--- config.mk ---
export PLATFORM = sky130hd
export DESIGN_NAME = pilot_level_classifier_unit
export DESIGN_NICKNAME = d
export VERILOG_FILES = /design/src/rtl/plc_pkg.sv /design/src/rtl/plc_cell.sv /design/src/rtl/pilot_level_classifier_unit.sv
export SDC_FILE = /design/constraint.sdc
export NUM_CORES = 2
export LEC_CHECK = 0
export BUFFER_PORTS_ARGS = -buffer_cell sky130_fd_sc_hd__buf_4
export CELL_PAD_IN_SITES_DETAIL_PLACEMENT = 0
export CELL_PAD_IN_SITES_GLOBAL_PLACEMENT = 1
export CORE_UTILIZATION = 53
export DETAILED_ROUTE_END_ITERATION = 8
export PLACE_DENSITY_LB_ADDON = 0.15
export SETUP_SLACK_MARGIN = 0.05
export SLEW_MARGIN = 20
export SYNTH_ARGS = -nofsm -noshare
export SYNTH_HDL_FRONTEND = slang
export SYNTH_SLANG_ARGS = --single-unit
--- constraint.sdc ---
create_clock -name i_clk -period 11.09 [get_ports i_clk]
set_clock_uncertainty 0.15 [all_clocks]
set_input_delay 1.6635 -clock i_clk [delete_from_list [all_inputs] [get_ports i_clk]]
set_output_delay 1.6635 -clock i_clk [all_outputs]
set_load 0.01 [all_outputs]
--- src/rtl/plc_pkg.sv ---
`timescale 1ns / 1ps
`default_nettype none

package plc_pkg;

    // Default sizes of the window and the datapath
    localparam int WINDOW_DEPTH_DEF = 16;
    localparam int SAMPLE_BITS_DEF  = 12;
    localparam int DWELL_BITS_DEF   = 10;

    // Configuration port layout
    localparam int CFG_BITS       = 12;
    localparam int MIN_DWELL_BITS = 10;
    localparam int CFG_INDEX_BITS = 3;

    // Window contents after reset
    localparam int FILL_LEVEL = 3000;

    // Register reset values
    localparam int ACCEPT_THR_RST   = 1400;
    localparam int READY_LOW_RST    = 1600;
    localparam int READY_HIGH_RST   = 2000;
    localparam int PRESENT_LOW_RST  = 2100;
    localparam int PRESENT_HIGH_RST = 2250;
    localparam int ABSENT_LOW_RST   = 2350;
    localparam int MIN_DWELL_RST    = 55;

    typedef enum logic [CFG_INDEX_BITS-1:0] {
        CFG_ACCEPT_THR   = 3'd0,
        CFG_READY_LOW    = 3'd1,
        CFG_READY_HIGH   = 3'd2,
        CFG_PRESENT_LOW  = 3'd3,
        CFG_PRESENT_HIGH = 3'd4,
        CFG_ABSENT_LOW   = 3'd5,
        CFG_MIN_DWELL    = 3'd6
    } t_cfg_index;

    typedef enum logic [1:0] {
        CLS_ABSENT  = 2'd0,
        CLS_PRESENT = 2'd1,
        CLS_READY   = 2'd2
    } t_class;

    typedef enum logic [2:0] {
        SEQ_IDLE     = 3'd0,
        SEQ_DELETE   = 3'd1,
        SEQ_INSERT   = 3'd2,
        SEQ_MULT     = 3'd3,
        SEQ_FIX      = 3'd4,
        SEQ_CLASSIFY = 3'd5
    } t_seq;

    // Per-cycle command to every cell of the sorted chain
    typedef struct packed {
        logic del;
        logic ins;
    } t_cell_ctl;

endpackage

`default_nettype wire

--- src/rtl/plc_cell.sv ---
`timescale 1ns / 1ps
`default_nettype none

module plc_cell
    import plc_pkg::*;
#(
    parameter int                     SAMPLE_BITS = SAMPLE_BITS_DEF,
    parameter int                     AGE_BITS    = 4,
    parameter int                     AGE_OLD     = 15,
    parameter int                     AGE_INIT    = 0,
    parameter bit                     IS_TOP      = 1'b0,
    parameter logic [SAMPLE_BITS-1:0] INIT_VAL    = '0
) (
    input  wire logic                   i_clk,
    input  wire logic                   i_rst_n,
    input  wire t_cell_ctl              i_ctl,
    input  wire logic [SAMPLE_BITS-1:0] i_sample,
    input  wire logic [SAMPLE_BITS-1:0] i_dn_val,
    input  wire logic [AGE_BITS-1:0]    i_dn_age,
    input  wire logic                   i_dn_gt,
    input  wire logic                   i_dn_hit,
    input  wire logic [SAMPLE_BITS-1:0] i_dn_rm,
    input  wire logic [SAMPLE_BITS-1:0] i_up_val,
    input  wire logic [AGE_BITS-1:0]    i_up_age,
    output logic      [SAMPLE_BITS-1:0] o_val,
    output logic      [AGE_BITS-1:0]    o_age,
    output logic                        o_gt,
    output logic                        o_hit,
    output logic      [SAMPLE_BITS-1:0] o_rm
);

    logic [SAMPLE_BITS-1:0] r_val, n_val;
    logic [AGE_BITS-1:0]    r_age, n_age;
    logic                   w_old;

    // Oldest entry of the window lives here
    assign w_old = (r_age == AGE_BITS'(AGE_OLD));

    // Ripple the removal point and removed value upward
    assign o_hit = i_dn_hit | w_old;
    assign o_rm  = w_old ? r_val : i_dn_rm;

    // The top cell is the free slot during insert, so it counts as larger
    assign o_gt  = IS_TOP ? 1'b1 : (r_val > i_sample);

    assign o_val = r_val;
    assign o_age = r_age;

    // Delete: close the gap from above and age everyone; insert: open a gap
    always_comb begin
        n_val = r_val;
        n_age = r_age;
        if (i_ctl.del) begin
            if (o_hit) begin
                n_val = i_up_val;
                n_age = i_up_age + AGE_BITS'(1);
            end else begin
                n_age = r_age + AGE_BITS'(1);
            end
        end else if (i_ctl.ins) begin
            if (i_dn_gt) begin
                n_val = i_dn_val;
                n_age = i_dn_age;
            end else if (o_gt) begin
                n_val = i_sample;
                n_age = '0;
            end
        end
    end

    always_ff @(posedge i_clk) begin
        if (!i_rst_n) begin
            r_val <= INIT_VAL;
            r_age <= AGE_BITS'(AGE_INIT);
        end else begin
            r_val <= n_val;
            r_age <= n_age;
        end
    end

endmodule

`default_nettype wire

--- src/rtl/pilot_level_classifier_unit.sv ---
`timescale 1ns / 1ps
`default_nettype none

// Channel   Direction  Handshake                 Payload
// in        sink       i_in_valid / o_in_ready   i_pilot_mv
// out       source     o_out_valid / i_out_ready o_vehicle_state, o_filtered_mv, o_state_changed
// cfg       sink       i_cfg_valid / o_cfg_ready i_cfg_index, i_cfg_data
//
// A sample above the threshold runs through these steps before the next possible
// transfer: delete oldest, insert new in the sorted cell chain, reciprocal
// multiply, quotient correction, classify. A rejected sample goes straight to classify.
// Reset is synchronous; the window comes out of reset full, no clearing pass.
// The result sits in an output register; while it is not taken, the next item
// is still accepted and runs up to its classify step, where it waits.

module pilot_level_classifier_unit
    import plc_pkg::*;
#(
    parameter int WINDOW_DEPTH = WINDOW_DEPTH_DEF,
    parameter int SAMPLE_BITS  = SAMPLE_BITS_DEF,
    parameter int DWELL_BITS   = DWELL_BITS_DEF
) (
    input  wire logic                      i_clk,
    input  wire logic                      i_rst_n,
    input  wire logic                      i_in_valid,
    output logic                           o_in_ready,
    input  wire logic [SAMPLE_BITS-1:0]    i_pilot_mv,
    output logic                           o_out_valid,
    input  wire logic                      i_out_ready,
    output logic      [1:0]                o_vehicle_state,
    output logic      [SAMPLE_BITS-1:0]    o_filtered_mv,
    output logic                           o_state_changed,
    input  wire logic                      i_cfg_valid,
    output logic                           o_cfg_ready,
    input  wire logic [CFG_INDEX_BITS-1:0] i_cfg_index,
    input  wire logic [CFG_BITS-1:0]       i_cfg_data
);

    localparam int AGE_BITS    = (WINDOW_DEPTH > 1) ? $clog2(WINDOW_DEPTH) : 1;
    localparam int HALF        = WINDOW_DEPTH / 2;
    localparam int UPPER_COUNT = WINDOW_DEPTH - HALF;
    localparam int SUM_BITS    = SAMPLE_BITS + $clog2(UPPER_COUNT + 1);
    localparam int MUL_BITS    = SUM_BITS + 1;
    localparam int PROD_BITS   = SUM_BITS + MUL_BITS;
    localparam int CMP_BITS    = (SAMPLE_BITS > CFG_BITS) ? SAMPLE_BITS : CFG_BITS;
    localparam int DCMP_BITS   = (DWELL_BITS > MIN_DWELL_BITS) ? DWELL_BITS : MIN_DWELL_BITS;

    localparam logic [MUL_BITS-1:0]    RECIP     = MUL_BITS'((64'd1 << SUM_BITS) / UPPER_COUNT);
    localparam logic [SAMPLE_BITS-1:0] FILL_VAL  = SAMPLE_BITS'(FILL_LEVEL);
    localparam logic [SUM_BITS-1:0]    SUM_INIT  = SUM_BITS'(UPPER_COUNT * int'(FILL_VAL));
    localparam logic [SUM_BITS-1:0]    UPPER_W   = SUM_BITS'(UPPER_COUNT);
    localparam logic [DWELL_BITS-1:0]  DWELL_MAX = {DWELL_BITS{1'b1}};

    // Sequencer
    t_seq      r_state, n_state;
    t_cell_ctl w_ctl;
    logic      w_in_fire;
    logic      w_accept;
    logic      w_load_out;

    // Configuration
    logic [CFG_BITS-1:0]       r_accept_thr, r_ready_low, r_ready_high;
    logic [CFG_BITS-1:0]       r_present_low, r_present_high, r_absent_low;
    logic [MIN_DWELL_BITS-1:0] r_min_dwell;

    // Datapath
    logic [SAMPLE_BITS-1:0] r_sample;
    logic [SUM_BITS-1:0]    r_sum;
    logic [PROD_BITS-1:0]   r_prod;
    logic [SAMPLE_BITS-1:0] r_held;
    logic [SUM_BITS-1:0]    w_q0, w_rem, w_q;
    logic [SAMPLE_BITS-1:0] w_sub, w_add;

    // Classifier
    t_class                 r_class, w_next_class;
    logic [DWELL_BITS-1:0]  r_dwell, w_dwell_inc;
    logic                   r_first;
    logic                   w_may, w_changed;
    logic [CMP_BITS-1:0]    w_level;

    // Output register
    logic                   r_out_valid;
    t_class                 r_out_state;
    logic [SAMPLE_BITS-1:0] r_out_level;
    logic                   r_out_changed;

    // Chain wiring
    logic [SAMPLE_BITS-1:0] w_val    [WINDOW_DEPTH];
    logic [AGE_BITS-1:0]    w_age    [WINDOW_DEPTH];
    logic                   w_gt     [WINDOW_DEPTH];
    logic                   w_hit    [WINDOW_DEPTH];
    logic [SAMPLE_BITS-1:0] w_rm     [WINDOW_DEPTH];
    logic [SAMPLE_BITS-1:0] w_dn_val [WINDOW_DEPTH];
    logic [AGE_BITS-1:0]    w_dn_age [WINDOW_DEPTH];
    logic                   w_dn_gt  [WINDOW_DEPTH];
    logic                   w_dn_hit [WINDOW_DEPTH];
    logic [SAMPLE_BITS-1:0] w_dn_rm  [WINDOW_DEPTH];
    logic [SAMPLE_BITS-1:0] w_up_val [WINDOW_DEPTH];
    logic [AGE_BITS-1:0]    w_up_age [WINDOW_DEPTH];
    logic                   w_sorted;

    // Handshakes
    assign w_in_fire   = i_in_valid & o_in_ready;
    assign w_accept    = CMP_BITS'(i_pilot_mv) > CMP_BITS'(r_accept_thr);
    assign o_cfg_ready = 1'b1;

    // Next state and chain commands
    always_comb begin
        n_state    = r_state;
        w_ctl      = '0;
        o_in_ready = 1'b0;
        w_load_out = 1'b0;
        case (r_state)
            SEQ_IDLE: begin
                o_in_ready = 1'b1;
                if (i_in_valid) begin
                    n_state = w_accept ? SEQ_DELETE : SEQ_CLASSIFY;
                end
            end
            SEQ_DELETE: begin
                w_ctl.del = 1'b1;
                n_state   = SEQ_INSERT;
            end
            SEQ_INSERT: begin
                w_ctl.ins = 1'b1;
                n_state   = SEQ_MULT;
            end
            SEQ_MULT: begin
                n_state = SEQ_FIX;
            end
            SEQ_FIX: begin
                n_state = SEQ_CLASSIFY;
            end
            SEQ_CLASSIFY: begin
                if (!r_out_valid || i_out_ready) begin
                    w_load_out = 1'b1;
                    n_state    = SEQ_IDLE;
                end
            end
            default: begin
                n_state = SEQ_IDLE;
            end
        endcase
    end

    always_ff @(posedge i_clk) begin
        if (!i_rst_n) begin
            r_state <= SEQ_IDLE;
        end else begin
            r_state <= n_state;
        end
    end

    // Configuration writes
    always_ff @(posedge i_clk) begin
        if (!i_rst_n) begin
            r_accept_thr   <= CFG_BITS'(ACCEPT_THR_RST);
            r_ready_low    <= CFG_BITS'(READY_LOW_RST);
            r_ready_high   <= CFG_BITS'(READY_HIGH_RST);
            r_present_low  <= CFG_BITS'(PRESENT_LOW_RST);
            r_present_high <= CFG_BITS'(PRESENT_HIGH_RST);
            r_absent_low   <= CFG_BITS'(ABSENT_LOW_RST);
            r_min_dwell    <= MIN_DWELL_BITS'(MIN_DWELL_RST);
        end else if (i_cfg_valid && o_cfg_ready) begin
            case (t_cfg_index'(i_cfg_index))
                CFG_ACCEPT_THR:   r_accept_thr   <= i_cfg_data;
                CFG_READY_LOW:    r_ready_low    <= i_cfg_data;
                CFG_READY_HIGH:   r_ready_high   <= i_cfg_data;
                CFG_PRESENT_LOW:  r_present_low  <= i_cfg_data;
                CFG_PRESENT_HIGH: r_present_high <= i_cfg_data;
                CFG_ABSENT_LOW:   r_absent_low   <= i_cfg_data;
                CFG_MIN_DWELL:    r_min_dwell    <= i_cfg_data[MIN_DWELL_BITS-1:0];
                default: ;
            endcase
        end
    end

    // Hold the sample for the chain
    always_ff @(posedge i_clk) begin
        if (w_in_fire) begin
            r_sample <= i_pilot_mv;
        end
    end

    // Sorted chain of cells, ascending from cell 0
    for (genvar g = 0; g < WINDOW_DEPTH; g++) begin : g_cell
        if (g == 0) begin : g_bottom
            assign w_dn_val[g] = '0;
            assign w_dn_age[g] = '0;
            assign w_dn_gt[g]  = 1'b0;
            assign w_dn_hit[g] = 1'b0;
            assign w_dn_rm[g]  = '0;
        end else begin : g_link_dn
            assign w_dn_val[g] = w_val[g-1];
            assign w_dn_age[g] = w_age[g-1];
            assign w_dn_gt[g]  = w_gt[g-1];
            assign w_dn_hit[g] = w_hit[g-1];
            assign w_dn_rm[g]  = w_rm[g-1];
        end
        if (g == WINDOW_DEPTH - 1) begin : g_top
            assign w_up_val[g] = w_val[g];
            assign w_up_age[g] = w_age[g];
        end else begin : g_link_up
            assign w_up_val[g] = w_val[g+1];
            assign w_up_age[g] = w_age[g+1];
        end

        plc_cell #(
            .SAMPLE_BITS (SAMPLE_BITS),
            .AGE_BITS    (AGE_BITS),
            .AGE_OLD     (WINDOW_DEPTH - 1),
            .AGE_INIT    (g),
            .IS_TOP      (g == WINDOW_DEPTH - 1),
            .INIT_VAL    (FILL_VAL)
        ) u_cell (
            .i_clk    (i_clk),
            .i_rst_n  (i_rst_n),
            .i_ctl    (w_ctl),
            .i_sample (r_sample),
            .i_dn_val (w_dn_val[g]),
            .i_dn_age (w_dn_age[g]),
            .i_dn_gt  (w_dn_gt[g]),
            .i_dn_hit (w_dn_hit[g]),
            .i_dn_rm  (w_dn_rm[g]),
            .i_up_val (w_up_val[g]),
            .i_up_age (w_up_age[g]),
            .o_val    (w_val[g]),
            .o_age    (w_age[g]),
            .o_gt     (w_gt[g]),
            .o_hit    (w_hit[g]),
            .o_rm     (w_rm[g])
        );
    end

    // Upper-half sum: the entry leaving the upper half on delete, entering on insert
    assign w_sub = w_hit[HALF-1] ? w_val[HALF] : w_rm[WINDOW_DEPTH-1];
    assign w_add = w_gt[HALF-1] ? w_val[HALF-1] : r_sample;

    always_ff @(posedge i_clk) begin
        if (!i_rst_n) begin
            r_sum <= SUM_INIT;
        end else if (w_ctl.del) begin
            r_sum <= r_sum - SUM_BITS'(w_sub);
        end else if (w_ctl.ins) begin
            r_sum <= r_sum + SUM_BITS'(w_add);
        end
    end

    // Divide by the half size: reciprocal multiply, then one correction step
    assign w_q0  = r_prod[SUM_BITS +: SUM_BITS];
    assign w_rem = r_sum - SUM_BITS'(w_q0 * UPPER_W);
    assign w_q   = (w_rem >= UPPER_W) ? (w_q0 + SUM_BITS'(1)) : w_q0;

    always_ff @(posedge i_clk) begin
        if (r_state == SEQ_MULT) begin
            r_prod <= PROD_BITS'(r_sum) * PROD_BITS'(RECIP);
        end
    end

    always_ff @(posedge i_clk) begin
        if (!i_rst_n) begin
            r_held <= '0;
        end else if (r_state == SEQ_FIX) begin
            r_held <= w_q[SAMPLE_BITS-1:0];
        end
    end

    // Band decision gated by dwell
    assign w_level     = CMP_BITS'(r_held);
    assign w_dwell_inc = (r_dwell == DWELL_MAX) ? r_dwell : (r_dwell + DWELL_BITS'(1));
    assign w_may       = DCMP_BITS'(w_dwell_inc) > DCMP_BITS'(r_min_dwell);

    always_comb begin
        w_next_class = r_class;
        if (w_may && (w_level > CMP_BITS'(r_ready_low))
                  && (w_level < CMP_BITS'(r_ready_high))) begin
            w_next_class = CLS_READY;
        end else if (w_may && (w_level >= CMP_BITS'(r_present_low))
                           && (w_level < CMP_BITS'(r_present_high))) begin
            w_next_class = CLS_PRESENT;
        end else if (w_may && (w_level >= CMP_BITS'(r_absent_low))) begin
            w_next_class = CLS_ABSENT;
        end
    end

    assign w_changed = r_first || (w_next_class != r_class);

    always_ff @(posedge i_clk) begin
        if (!i_rst_n) begin
            r_class <= CLS_ABSENT;
            r_dwell <= '0;
            r_first <= 1'b1;
        end else if (w_load_out) begin
            r_class <= w_next_class;
            r_dwell <= w_changed ? '0 : w_dwell_inc;
            r_first <= 1'b0;
        end
    end

    // Output register: load on classify, drop on transfer
    always_ff @(posedge i_clk) begin
        if (!i_rst_n) begin
            r_out_valid <= 1'b0;
        end else if (w_load_out) begin
            r_out_valid <= 1'b1;
        end else if (i_out_ready) begin
            r_out_valid <= 1'b0;
        end
    end

    always_ff @(posedge i_clk) begin
        if (w_load_out) begin
            r_out_state   <= w_next_class;
            r_out_level   <= r_held;
            r_out_changed <= w_changed;
        end
    end

    assign o_out_valid     = r_out_valid;
    assign o_vehicle_state = r_out_state;
    assign o_filtered_mv   = r_out_level;
    assign o_state_changed = r_out_changed;

    // Chain order check
    always_comb begin
        w_sorted = 1'b1;
        for (int i = 0; i < WINDOW_DEPTH - 1; i++) begin
            if (w_val[i] > w_val[i+1]) begin
                w_sorted = 1'b0;
            end
        end
    end

    a_oldest_found: assert property (@(posedge i_clk) disable iff (!i_rst_n)
        (r_state == SEQ_DELETE) |-> w_hit[WINDOW_DEPTH-1])
        else $error("no oldest entry in the chain at delete");

    a_chain_sorted: assert property (@(posedge i_clk) disable iff (!i_rst_n)
        (r_state == SEQ_IDLE) |-> w_sorted)
        else $error("cell chain out of order");

    a_quot_close: assert property (@(posedge i_clk) disable iff (!i_rst_n)
        (r_state == SEQ_FIX) |-> ((w_rem < UPPER_W) || ((w_rem - UPPER_W) < UPPER_W)))
        else $error("reciprocal estimate off by more than one");

    a_dwell_kept: assert property (@(posedge i_clk) disable iff (!i_rst_n)
        (o_out_valid && !o_state_changed) |-> (r_dwell != '0))
        else $error("dwell cleared without a state change");

endmodule

`default_nettype wire

# Word-level counts from Yosys, hierarchy flattened
# Cells that the tools add are included.
[totals]
regBits = 426
latch_bits = 0
mem_bits_rw = 0
rom_bits = 0
output_inout_bits = 18
mem_count = 0
[op_classes]
n_addsub = 21
n_mul = 0
div = 0
order_cmp = 23
eq_ne = 46
shift = 0
muxes = 189
bitwise_logic = 16
reduce_logical = 66
[ops]
columns = ["op", "count"]
rows = [
  ["two-way mux 12 bit", 94],
  ["two-way mux 4 bit", 77],
  ["> comparator 12 bit", 17],
  ["adder 4 x 1 -> 4 bit, second input constant", 16],
  ["equality test 4 bit, second input constant", 16],
  ["AND reduction 2 bit", 24],
  ["AND reduction 3 bit", 15],
  ["nonzero test 3 bit", 14],
  ["two-way mux 16 bit", 2],
  ["!= test 2 x 1 -> 1 bit, second input constant", 14],
  [">= comparator 12 bit", 2],
  ["less-than comparator 12 bit", 2],
  ["two-way mux 10 bit", 2],
  ["case mux 3 bit (6 select lines)", 1],
  ["adder 16 x 12 -> 16 bit", 1],
  [">= comparator 16 x 4 -> 1 bit, second input constant", 1],
  ["subtractor 16 x 12 -> 16 bit", 1],
  ["subtractor 16 bit", 1],
  ["equality test 3 bit, second input constant", 5],
  ["OR 1 bit", 14],
  ["adder 12 x 1 -> 12 bit, second input constant", 1],
  ["equality test 3 x 2 -> 1 bit, second input constant", 4],
  ["adder 10 x 1 -> 10 bit, second input constant", 1],
  ["equality test 10 bit, second input constant", 1],
  ["14 further kinds", 35],
]

# Longest topological paths before layout
[logic_depth]
depth_word = 20
depth_mapped = 26
ltp_nobuf = 22

# Modules after synthesis
# Synthesis repeated with hierarchy kept, for this count alone.
[hier_totals]
cells_unflattened = 4158
area_unflattened_um2 = 34760.8
[modules_own_cells]
columns = ["module", "n_inst", "cells_each", "area_each_um2", "seq_area_each_um2"]
rows = [
  ["pilot_level_classifier_unit", 1, 1173, 9982.1, 3743.6],
  ["plc_cell at g_cell[4].u_cell ...", 3, 190, 1595.3, 320.3],
  ["plc_cell at g_cell[12].u_cell ...", 3, 190, 1577.8, 320.3],
  ["plc_cell at g_cell[1].u_cell ...", 2, 189, 1526.5, 320.3],
  ["plc_cell at g_cell[7].u_cell", 1, 192, 1606.5, 320.3],
  ["plc_cell at g_cell[10].u_cell", 1, 189, 1595.3, 320.3],
  ["plc_cell at g_cell[8].u_cell", 1, 196, 1590.3, 320.3],
  ["plc_cell at g_cell[9].u_cell", 1, 189, 1582.8, 320.3],
  ["plc_cell at g_cell[0].u_cell", 1, 185, 1561.5, 320.3],
  ["plc_cell at g_cell[11].u_cell", 1, 187, 1555.2, 320.3],
  ["plc_cell at g_cell[3].u_cell", 1, 190, 1534.0, 320.3],
  ["plc_cell at g_cell[15].u_cell", 1, 139, 1181.1, 320.3],
]

# Least setup slack after synthesis
# Ideal clock, no wire load.
[synth_path]
kind = "register to register"
from = "register r_sample[10]"
to = "register r_sum[14]"
setup_time_ns = 0.141
t_arrival_ns = 5.487
path_slack_ns = 5.311
path_stages_with_launch = 26
path_buffers = 4
cell_sequence = "edfxtp_1 > clkbuf_1 > clkinv_1 > ha_1 > nand2_1 > o21ai_1 > a2111oi_0 > a21oi_1 > buf_2 > buf_2 > buf_4 > mux2i_1 > ha_1 > xnor2_1 > nor2_1 > o22ai_1 > ha_1 > a21o_1 > a21o_1 > a2111oi_0 > nor2_1 > a41o_1 > nor4_1 > o41ai_1 > xnor2_1 > o211ai_1"
[synth_between]
elab_chain_len = 5
[synth_rtl]
columns = ["element", "line", "text"]
rows = [
  ["start, declared", "pilot_level_classifier_unit.sv:67", "logic [SAMPLE_BITS-1:0] r_sample;"],
  ["start signal, assigned", "pilot_level_classifier_unit.sv:181", "r_sample <= i_pilot_mv;"],
  ["> comparator 12 bit", "plc_cell.sv:44", "assign o_gt = IS_TOP ? 1'b1 : (r_val > i_sample);"],
  ["two-way mux 12 bit *", "pilot_level_classifier_unit.sv:237", "assign w_add = w_gt[HALF-1] ? w_val[HALF-1] : r_sample;"],
  ["adder 16 x 12 -> 16 bit *", "pilot_level_classifier_unit.sv:245", "r_sum <= r_sum + SUM_BITS'(w_add);"],
  ["two-way mux 16 bit *", "pilot_level_classifier_unit.sv:244", "end else if (w_ctl.ins) begin"],
  ["two-way mux 16 bit *", "pilot_level_classifier_unit.sv:242", "end else if (w_ctl.del) begin"],
  ["end signal, assigned", "pilot_level_classifier_unit.sv:243", "r_sum <= r_sum - SUM_BITS'(w_sub);"],
  ["end signal, assigned", "pilot_level_classifier_unit.sv:245", ""],
  ["end, declared", "pilot_level_classifier_unit.sv:68", "logic [SUM_BITS-1:0] r_sum;"],
]
# Every way passes the cells marked *; elsewhere a longest branch is shown, timed or not. The select of a mux whose other input is x is not followed.
# A chain may end at the register's enable or synchronous reset.

# Worst setup path in the final report
[layout_path]
from = "register r_sample[4]"
to = "register r_sum[14]"
# The elaborated chain is that of the path after synthesis.

==> results.cfg <==
[run_status]
outcome = finished, final reports clean

[finish]
layout.nets = 4075
layout-drive-gt1-share_pct = 6.93
final_util_pct = 58.4
final_cell_mix = nand2_1 (582), dfxtp_1 (383), ha_1 (306)
area_growth_pct = 8.81
final_common_cell = nand2_1
diodes = 0

[timing]
rsz0062_at_grt = no
max_slew.worst_pin.slew_ns = 1.10
fin_setup_tns_ns = 0
finalCriticalPeriod_ns = 6.57
slew_headroom_pct = 26.5
fmax_mhz = 152
hold_violations = 0
hold-worst-slack_ns = 0.304
setup_viol = 0
min_period_over_period_pct = 59.3
slew_violations = 0

[grt]
grt_overflow = 0
grt_max_degree = 155
grt_pass1_vias = 28600
track_usage_pct = 40.4
grt_antenna_before_repair = 1
grt_pass1_wl_um = 178000

[drt]
wl_per_cell_um = 26.4
wl_um = 120000
drc = 0
post_drt_via_cell_ratio = 6.80
ant_nets = 0
drtPass1Iterations = 8
route.vias.total = 30800
drtIter0Drc = 3730

[logic_synthesis]
synth-seq-cells = 423
synth_area_leaders = dfxtp_1 (25%), ha_1 (13%), nand2_1 (7.2%)
ys.flop_type = dfxtp_1
synth_top_area_share_pct = 25.3
yosysWarnings = 0
synth_cell_type_count = 97
syn_nets = 4158
yosys.area.top_type = dfxtp_1
synth.avg_cell_area_um2 = 7.95
syn_area_um2 = 30300
synth_edf_count = 40
syn_inst = 3818
ys_seq_area_share_pct = 29.2
async_reset_ff_share_pct = 0

[setup_path]
critPathMaxFanout = 31
cp-end-kind = flop
cp_slowest_cell = edfxtp_1
start_kind = flop
setup.worst_path.class = reg -> reg
crit_buf_inv = 2
cp_top_family = compound AO/OA/AOI/OAI gates
slowest_delay_ns = 1.01
cp_cell_sequence = clkinv_1 > ha_1 > a21oi_1 > nor2_1 > a2111oi_0 > a21oi_4 > buf_4 > mux2i_1 > ha_1 > xnor2_1 > nor2_1 > o22ai_1 > ha_1 > a21o_1 > a21o_1 > a2111oi_0 > nor2_1 > a41o_1 > nor4_1 > o41ai_1 > xnor2_1 > o211ai_1
cp.arrival_ns = 6.88
required_ns = 11.39

[cts]
cts_inserted_buffers = 51
path_clk_slew_ns = 0.06
postCtsHoldBufs = 0
worst_skew_pair.late_latency_ns = 0.63
cts-htree-levels = 2
post_cts_buffers = 0
clock_path_buffers = 3
cts_tree = done
clock_sinks = 423
cts-resized-gates = 0
cts-root-buf = clkbuf_16

[floorplan]
ios = 50
start_util_pct = 53.7
die_w_um = 241
num_rows = 87
die_area_um2 = 58200
core_area_um2 = 56500
fp.dieH_um = 241

[placed_design]
io_buffers = 48
place_congestion = 1.03
dp_hpwl_um = 83700

[power_and_ir_drop]
p_per_area_nw_per_um2 = 199
p_leak_nw = 13.6
power.total_mw = 6.57
ir_worst_vdd_uv = 152

[flow_run]
timing.max_cap.violations = 0

[min_path]
min_path_type = reg -> reg
## Yosys cell counts (8+ instances only)
| master | number |
|---|---|
| nand2_1 | 582 |
| dfxtp_1 | 383 |
| ha_1 | 306 |
| nor2_1 | 267 |
| a21oi_1 | 235 |
| o21ai_0 | 215 |
| clkbuf_1 | 197 |
| o211ai_1 | 178 |
| inv_1 | 146 |
| nand3_1 | 123 |
| mux2i_1 | 120 |
| a21o_1 | 73 |
| o2111ai_1 | 71 |
| nor3_1 | 64 |
| o21a_1 | 50 |
| a221oi_1 | 49 |
| nand4_1 | 48 |
| a211oi_1 | 43 |
| edfxtp_1 | 40 |
| a31oi_1 | 36 |
| xor2_1 | 35 |
| xnor2_1 | 34 |
| nor2b_1 | 33 |
| o31a_1 | 33 |
| a211o_1 | 32 |
| o21ai_1 | 31 |
| buf_2 | 27 |
| o22ai_1 | 27 |
| and3_1 | 26 |
| a311oi_1 | 23 |
| and2_1 | 19 |
| a221o_1 | 17 |
| nand2b_1 | 17 |
| nor4_1 | 16 |
| and4_1 | 12 |
| o221ai_1 | 12 |
| o311ai_0 | 11 |
| o31ai_1 | 11 |
| a22oi_1 | 10 |
| buf_1 | 10 |
| o21ai_2 | 10 |
| a2111oi_0 | 8 |
## state kept, by name, summed over array words and instances (netlist names), 13 cells and up
name,flops
g_cell.u_cell.o_age,64
r_prod,13
g_cell.u_cell.o_val,192
r_sum,16
## area by class of cell
type / count / area, um2
fill: 5062 / 23500
multi-input combinational: 3001 / 20000
sequential: 423 / 8870
clock buffer: 73 / 1500
tap: 756 / 946
timing repair buffer: 105 / 820
inverter: 153 / 579
clock inverter: 23 / 274
## through the flow
step,instances,area (um2),setup slack (ns)
after global placement,4438,31200,4.84
after CTS,4534,33000,4.68
after global routing,4534,33000,4.17
final,4534,33000,4.52
after floorplan,3818,30300,5.31
after detailed placement,4438,31200,4.72
## power breakdown
part | internal [mW] | switching (mW)
logic | 0.989 | 1.67
registers | 1.73 | 0.377
clock network | 1.06 | 0.734
total | 3.78 | 2.78
## tightest hold or removal path, stage by stage, from the launching register on
cell and delay (ns):
dfxtp_1 0.31, nand2_1 0.05, a21oi_1 0.05
## layer usage
metal	vias to the layer above	GRT usage (%)	share of wire, %
met1	14800	55.2	42
met5	-	0	0
li1	14000	-	-
met4	0	22.2	5.8
met2	1621	60.4	43
met3	374	6.85	9.2
## worst paths after layout
path	startpoint	cells past startpoint	slack [ns]	to
setup / recovery	r_sample[4]$_DFFE_PP_	22	4.52	r_sum[14]$_SDFFE_PN1P_
hold / removal	r_ready_low[5]$_SDFFE_PN0P_	2	0.30	r_ready_low[5]$_SDFFE_PN0P_
setup reg to reg	r_sample[4]$_DFFE_PP_	22	4.52	r_sum[14]$_SDFFE_PN1P_
hold reg to reg	r_ready_low[5]$_SDFFE_PN0P_	2	0.30	r_ready_low[5]$_SDFFE_PN0P_
## kinds of logic after synthesis
| kind of cell | synth area share [%] |
|---|---|
| compound gates | 28.3 |
| simple gates | 18.6 |
| fa+ha+maj | 12.7 |
| buf+inv | 5.10 |
| mux | 4.07 |
| xor+xnor | 1.99 |
| flops | 29.2 |
| other cells | 0.0124 |
Note: power is estimated with default switching activity, not from simulation.
